[src/rtl/core/vsp_pkg.sv]
`timescale 1ns / 1ps
// ----------------------------------------------------------------------------
// Version string parser package
// Types, character codes and helper functions shared by the parser modules.
// ----------------------------------------------------------------------------
package vsp_pkg;

	typedef enum logic [3:0] {
		PH_MAJ  = 4'd0,
		PH_MIN  = 4'd1,
		PH_INC  = 4'd2,
		PH_WSA  = 4'd3,
		PH_SV   = 4'd4,
		PH_SN   = 4'd5,
		PH_WSB  = 4'd6,
		PH_DVS  = 4'd7,
		PH_DEV  = 4'd8,
		PH_STOP = 4'd9
	} phase_t;

	typedef enum logic [2:0] {
		KIND_REL   = 3'd0,
		KIND_SVN   = 3'd1,
		KIND_DEVL  = 3'd2,
		KIND_ALPHA = 3'd3,
		KIND_BETA  = 3'd4
	} kind_t;

	localparam logic [7:0] CH_DOT   = 8'h2E;
	localparam logic [7:0] CH_B     = 8'h62;
	localparam logic [7:0] CH_A     = 8'h61;
	localparam logic [7:0] CH_D     = 8'h64;
	localparam logic [7:0] CH_S     = 8'h73;
	localparam logic [7:0] CH_V     = 8'h76;
	localparam logic [7:0] CH_N     = 8'h6E;
	localparam logic [7:0] CH_R     = 8'h72;
	localparam logic [7:0] CH_SPACE = 8'h20;

	typedef struct packed {
		phase_t      phase;
		logic [15:0] major;
		logic [15:0] minor;
		logic [7:0]  incr;
		kind_t       kind;
		logic [31:0] dev;
		logic        dev_seen;
	} parse_state_t;

	localparam parse_state_t STATE_RESET = '{
		phase:    PH_MAJ,
		major:    16'd0,
		minor:    16'd0,
		incr:     8'd0,
		kind:     KIND_REL,
		dev:      32'd0,
		dev_seen: 1'b0
	};

	function automatic logic is_dig(input logic [7:0] c);
		return (c >= 8'h30) && (c <= 8'h39);
	endfunction

	function automatic logic is_ws(input logic [7:0] c);
		return ((c >= 8'h09) && (c <= 8'h0D)) || (c == CH_SPACE);
	endfunction

	function automatic logic [7:0] low_case(input logic [7:0] c);
		return ((c >= 8'h41) && (c <= 8'h5A)) ? (c | 8'h20) : c;
	endfunction

endpackage

[src/rtl/core/vsp_step.sv]
`timescale 1ns / 1ps
// ----------------------------------------------------------------------------
// Version string parser step
// Next-state logic for one byte, and the development number that the string
// reports if it ends with this byte.
// ----------------------------------------------------------------------------
module vsp_step (
	input  vsp_pkg::parse_state_t cur,
	input  logic [7:0]            char_byte,
	input  logic                  empty_end,
	output vsp_pkg::parse_state_t nxt,
	output logic [31:0]           dev_num
);
	import vsp_pkg::*;

	logic       dig;
	logic       ws;
	logic [7:0] low;
	logic       go_wsa;
	logic       go_wsb;
	logic       go_dvs;
	logic       go_dev;

	assign dig = is_dig(char_byte);
	assign ws  = is_ws(char_byte);
	assign low = low_case(char_byte);

	always_comb begin
		nxt    = cur;
		go_wsa = 1'b0;
		go_wsb = 1'b0;
		go_dvs = 1'b0;
		go_dev = 1'b0;
		if (!empty_end) begin
			case (cur.phase)
				PH_MAJ: begin
					if (dig) begin
						nxt.major = (cur.major << 3) + (cur.major << 1)
							+ {12'd0, char_byte[3:0]};
					end else begin
						nxt.phase = (char_byte == CH_DOT) ? PH_MIN : PH_STOP;
					end
				end
				PH_MIN: begin
					if (dig) begin
						nxt.minor = (cur.minor << 3) + (cur.minor << 1)
							+ {12'd0, char_byte[3:0]};
					end else if (char_byte == CH_DOT) begin
						nxt.phase = PH_INC;
					end else begin
						go_wsa = 1'b1;
					end
				end
				PH_INC: begin
					if (dig) begin
						nxt.incr = (cur.incr << 3) + (cur.incr << 1)
							+ {4'd0, char_byte[3:0]};
					end else begin
						go_wsa = 1'b1;
					end
				end
				PH_WSA: begin
					go_wsa = 1'b1;
				end
				PH_SV: begin
					if (char_byte == CH_V) begin
						nxt.phase = PH_SN;
					end else begin
						go_wsb = 1'b1;
					end
				end
				PH_SN: begin
					if (char_byte == CH_N) begin
						nxt.phase = PH_WSB;
					end else begin
						go_wsb = 1'b1;
					end
				end
				PH_WSB: begin
					go_wsb = 1'b1;
				end
				PH_DVS: begin
					go_dvs = 1'b1;
				end
				PH_DEV: begin
					go_dev = 1'b1;
				end
				default: begin
				end
			endcase

			if (go_wsa) begin
				if (ws) begin
					nxt.phase = PH_WSA;
				end else begin
					case (low)
						CH_B: nxt.kind = KIND_BETA;
						CH_A: nxt.kind = KIND_ALPHA;
						CH_D: nxt.kind = KIND_DEVL;
						CH_S: nxt.kind = KIND_SVN;
						default: nxt.kind = cur.kind;
					endcase
					nxt.phase = (low == CH_S) ? PH_SV : PH_WSB;
				end
			end

			if (go_wsb) begin
				if (ws) begin
					nxt.phase = PH_WSB;
				end else if ((cur.kind == KIND_SVN) && (low == CH_R)) begin
					nxt.phase = PH_DVS;
				end else begin
					go_dvs = 1'b1;
				end
			end

			if (go_dvs) begin
				nxt.dev_seen = 1'b1;
				go_dev = 1'b1;
			end

			if (go_dev) begin
				if (dig) begin
					nxt.dev = (cur.dev << 3) + (cur.dev << 1) + {28'd0, char_byte[3:0]};
					nxt.phase = PH_DEV;
				end else begin
					nxt.phase = PH_STOP;
				end
			end
		end
	end

	always_comb begin
		if (nxt.dev_seen) begin
			dev_num = nxt.dev;
		end else if ((nxt.phase inside {[PH_SV:PH_DVS]})
				&& (nxt.kind != KIND_REL) && (nxt.kind != KIND_SVN)) begin
			dev_num = 32'd1;
		end else begin
			dev_num = 32'd0;
		end
	end

endmodule

[src/rtl/core/version_string_parser.sv]
`timescale 1ns / 1ps
// ----------------------------------------------------------------------------
// Version string parser
// Parses a version string delivered one byte per request into major, minor,
// incremental, release kind and development number.
// ----------------------------------------------------------------------------
// The block takes one byte request in every cycle unless in_stall is set. Each
// request is captured in an input register; the parse state is then updated
// from it by a single step of logic, whose longest path is one multiply-by-ten
// accumulate on the 32-bit development number. A request that ends a string
// (last_char or empty_end) then loads the result register from the input
// register once the result register is free, and the parse state returns to
// its reset value for the next string. While a result waits on out_stall,
// bytes that do not end a string keep flowing; only a second string end waits for the result register to empty.
module version_string_parser (
	input  logic        clk,
	input  logic        arst_n,
	input  logic        in_valid,
	output logic        in_stall,
	input  logic [7:0]  char_byte,
	input  logic        last_char,
	input  logic        empty_end,
	output logic        out_valid,
	input  logic        out_stall,
	output logic [15:0] major_num,
	output logic [15:0] minor_num,
	output logic [7:0]  incremental_num,
	output logic [2:0]  release_kind,
	output logic [31:0] development_num
);
	import vsp_pkg::*;

	logic         s1_valid_q;
	logic [7:0]   char_s1;
	logic         last_s1;
	logic         empty_s1;
	logic         s1_end;
	logic         out_free;
	logic         s1_go;
	parse_state_t st_q;
	parse_state_t st_nxt;
	logic [31:0]  dev_nxt;
	logic         out_valid_q;
	logic [15:0]  major_q;
	logic [15:0]  minor_q;
	logic [7:0]   incr_q;
	logic [2:0]   kind_q;
	logic [31:0]  dev_q;

	assign s1_end   = last_s1 | empty_s1;
	assign out_free = !out_valid_q || !out_stall;
	assign s1_go    = s1_valid_q && (!s1_end || out_free);
	assign in_stall = s1_valid_q && !s1_go;

	vsp_step u_step (
		.cur       (st_q),
		.char_byte (char_s1),
		.empty_end (empty_s1),
		.nxt       (st_nxt),
		.dev_num   (dev_nxt)
	);

	always_ff @(posedge clk or negedge arst_n) begin
		if (!arst_n) begin
			s1_valid_q <= 1'b0;
		end else if (!in_stall) begin
			s1_valid_q <= in_valid;
		end
	end

	always_ff @(posedge clk) begin
		if (!in_stall && in_valid) begin
			char_s1  <= char_byte;
			last_s1  <= last_char;
			empty_s1 <= empty_end;
		end
	end

	always_ff @(posedge clk or negedge arst_n) begin
		if (!arst_n) begin
			st_q <= STATE_RESET;
		end else if (s1_go) begin
			st_q <= s1_end ? STATE_RESET : st_nxt;
		end
	end

	always_ff @(posedge clk or negedge arst_n) begin
		if (!arst_n) begin
			out_valid_q <= 1'b0;
		end else if (s1_go && s1_end) begin
			out_valid_q <= 1'b1;
		end else if (!out_stall) begin
			out_valid_q <= 1'b0;
		end
	end

	always_ff @(posedge clk) begin
		if (s1_go && s1_end) begin
			major_q <= st_nxt.major;
			minor_q <= st_nxt.minor;
			incr_q  <= st_nxt.incr;
			kind_q  <= st_nxt.kind;
			dev_q   <= dev_nxt;
		end
	end

	assign out_valid       = out_valid_q;
	assign major_num       = major_q;
	assign minor_num       = minor_q;
	assign incremental_num = incr_q;
	assign release_kind    = kind_q;
	assign development_num = dev_q;

	a_stall_needs_item: assert property (@(posedge clk) disable iff (!arst_n)
		in_stall |-> s1_valid_q)
		else $error("Input stalled with an empty input register.");

	a_end_resets_state: assert property (@(posedge clk) disable iff (!arst_n)
		(s1_go && s1_end) |=> (st_q.phase == PH_MAJ) && !st_q.dev_seen
			&& (st_q.kind == KIND_REL))
		else $error("Parse state not cleared after a string end.");

	a_stop_holds: assert property (@(posedge clk) disable iff (!arst_n)
		((st_q.phase == PH_STOP) && !(s1_go && s1_end)) |=> (st_q.phase == PH_STOP))
		else $error("Parser left the stop phase before the string ended.");

	a_end_waits: assert property (@(posedge clk) disable iff (!arst_n)
		(s1_valid_q && s1_end && out_valid_q && out_stall) |=> s1_valid_q)
		else $error("String end consumed while the result register was full.");

	a_result_loaded: assert property (@(posedge clk) disable iff (!arst_n)
		(s1_go && s1_end) |=> out_valid_q)
		else $error("String end did not produce a result.");

endmodule

[config.mk]
export PLATFORM = sky130hd
export DESIGN_NAME = version_string_parser
export DESIGN_NICKNAME = d
export VERILOG_FILES = /design/src/rtl/core/vsp_pkg.sv /design/src/rtl/core/vsp_step.sv /design/src/rtl/core/version_string_parser.sv
export SDC_FILE = /design/constraint.sdc
export NUM_CORES = 1
export LEC_CHECK = 0
export BUFFER_PORTS_ARGS = -buffer_cell sky130_fd_sc_hd__buf_2
export CORE_ASPECT_RATIO = 0.9
export CORE_MARGIN = 5
export CORE_UTILIZATION = 30
export DETAILED_ROUTE_END_ITERATION = 8
export RECOVER_POWER = 100
export SYNTH_ARGS = -nofsm -noshare
export SYNTH_HDL_FRONTEND = slang
export SYNTH_SLANG_ARGS = --single-unit
[constraint.sdc]
create_clock -name clk -period 9.35 [get_ports clk]
set_input_delay 0.935 -clock clk [delete_from_list [all_inputs] [get_ports clk]]
set_output_delay 0.935 -clock clk [all_outputs]
set_load 0.01 [all_outputs]
==> metrics.yaml <==
slowest_delay_ns: 1.43
clk_latency_ns: 0.44
synth-seq-cells: 167
post_cts_buffers: 0
critPathRequiredTime_ns: 9.72
grt_antenna_before_repair: 0
r2r-end: "st_q[10]"
area.growth.synth_to_final_pct: 12.3
dp.cells: 1482
grt_overflow: 0
outcome: "finished, violations left"
yosys.area.top_type: "edfxtp_1"
yosysWarnings: 0
grt_pass1_vias: 7489
cts_buffers: 17
hold_violations: 0
firstDrtPassIters: 4
cp_cell_sequence: "or4b_1 -> a21o_1 -> a2111oi_0 -> a31oi_2 -> a21oi_1 -> or2_2 -> nor2_2 -> clkbuf_1 -> o21ai_0 -> buf_4 -> a22o_1"
power_frac_comb_pct: 9.2
critPathKind: "reg -> reg"
syn_inst: 952
crit_path_top_delay_cell: "o21ai_0"
vias: 7660
clock_skew_ns: 0.0165
synth_top_cells_by_area: "edfxtp_1, dfrtp_1, ha_1"
netSwitchingFraction_pct: 27.3
p_per_area_mw_per_mm2: 140
post-dp-hpwl_um: 17900
min_path_cells: 1
core_region_area_mm2: 0.0348
report.final.slew_viol_count: 309
drtIter0Drc: 371
register_area_mm2: 0.00460
yosysSeqAreaShare_pct: 43.9
whs_ns: 0.504
violations: "capacitance limit, slew limit"
critPathTopFamily: "compound AO/OA/AOI/OAI gates"
async_flop_share_pct: 49.1
r2r_cells: 11
drive_above_1_share_pct: 6.51
nets: 1174
viasPerCell: 5.06
fmax_ghz: 0.169
die_width_um: 207
ir_worst_vdd_v: 0.000132
crit_path_max_fanout: 30
gp_congestion: 0.865
postCtsResizedCells: 0
antenna_left: 0
utilization_pct: 33.8
regToRegStartpoint: "char_s1[1]"
path_clk_slew_ns: 0.07
tightestPinTransition_ns: 2.92
diodes: 0
yosys-top-cells-count: "ha_1, nand2_1, edfxtp_1"
slew_headroom_pct: -95.6
hold_start: "st_q[59]"
synth_most_common_cell: "ha_1"
netlist_area_mm2: 0.0105
syn_area_per_cell_um2: 11.0
grt_pass1_wl_um: 40900
multi_input_area_mm2: 0.00560
wire_per_inst_um: 16.7
fin_crit_sh_pct: 63.3
ctsLongestPathBuffers: 2
sequentialPowerShare_pct: 51.0
clockPowerShare_pct: 39.8
critPathBufInv: 2
ctsHtreeMaxLevel: 4
grt_use_total_pct: 12.8
synth_cell_types: 70
hold_path_class: "reg -> reg"
fillers: 3617
cts_tree: "built"
post-route-drc-count: 0
rsz0062_at_grt: "false"
synth_top_flop_cell: "edfxtp_1"
initial_core_util_pct: 30.1
finalWirelength_um: 25300
fin_setup_tns_ns: 0
setup_viol: 0
p_switching_mw: 0.449
end_kind: "flop"
port_buffers: 90
holdPathEnd: "st_q[59]"
ctsHoldBuffers: 0
die_area_mm2: 0.0388
grt_max_degree: 51
maxCapViolations: 10
arrival_ns: 6.30
period_needed_ns: 5.92
dieHeight_um: 187
critPathLaunchType: "flop"
reg2reg_setup_slack_ns: 3.43
p_leak_nw: 5.42
rows: 65
instances_no_fill: 1514
intPower_mw: 1.20
netlist.area_leader.share_pct: 24.3
io_pins: 91
synth_fp_nets: 1094
cts.sinks: 167
synth_edf_count: 85
cts_root_buffer: "clkbuf_16"
==> logic make-up after synthesis <==
logic type | count (synthesis) | share of synthesized area, %
mux | 32 | 3.41
xor+xnor | 58 | 4.84
buf+inv | 53 | 2.36
simple gates | 238 | 11.0
flops | 167 | 43.9
fa+ha+maj | 128 | 15.8
compound gates | 276 | 18.6
==> per-layer routing <==
metal  GRT usage [%]  vias to the layer above  wire, um
li1                -                     3754         -
met1            18.4                     3733     12800
met2            20.2                      159     11300
met3            2.75                       14       946
met4            2.59                        0       216
met5               0                        -         0
==> cell type report <==
class                      instances  share of cell area [%]
inverter                          15                   0.478
clock buffer                      19                    3.68
sequential                       167                    39.1
multi-input combinational        732                    47.5
clock inverter                    13                   0.850
tap                              469                    4.98
timing repair buffer              99                    3.38
==> worst register-to-register path, stage by stage, from the launching register on <==
cell	delay (ns)
edfxtp_1	0.63
or4b_1	0.59
a21o_1	0.19
a2111oi_0	1.20
a31oi_2	0.11
a21oi_1	0.27
or2_2	0.17
nor2_2	0.03
clkbuf_1	0.60
o21ai_0	1.44
buf_4	0.45
a22o_1	0.19
==> how the worst max path moves through the flow <==
stage,endpoint,startpoint,slack (ns),cells after the start
after floorplan,development_num[0],out_stall,4.12,5
after global placement,development_num[13],char_s1[3],5.45,11
after detailed placement,development_num[29],char_s1[3],5.37,11
after CTS,development_num[29],char_s1[3],5.33,11
after global routing,st_q[16],char_s1[1],2.97,11
final,st_q[10],char_s1[1],3.43,11
==> stage by stage <==
step	setup WS, ns	power (mW)	area, um2
floorplan	4.12	0.949	10500
global placement	5.45	1.02	11400
detailed placement	5.37	1.02	11400
CTS	5.33	1.68	12000
global route	2.97	1.72	11800
finish	3.43	1.65	11800
==> placed cells by master, fill, tap and decap left out, drive strengths merged, types with 19 or more instances in the layout <==
cell type,instances
xnor2,37
inv,19
a22o,73
a21o,30
xor2,21
dfrtp,82
edfxtp,85
nand2,93
nor2,55
a21oi,66
o21ai,46
ha,120
mux2,30
clkbuf,105
==> state kept, by name, indices dropped and copies added, names as in the netlist, 3 cells and up <==
register,cells
incremental_num,8
minor_num,16
char_s1,8
development_num,32
st_q,80
major_num,16
release_kind,3
==> power by group through the flow <==
stage	sequential, mW	combinational [mW]	clock, mW
2_1_floorplan	0.852	0.0962	0
3_3_place_gp	0.851	0.165	0
3_5_place_dp	0.852	0.167	0
4_1_cts	0.837	0.167	0.671
5_1_grt	0.843	0.171	0.704
6_report	0.838	0.152	0.655
(Power assumes the default switching activity.)
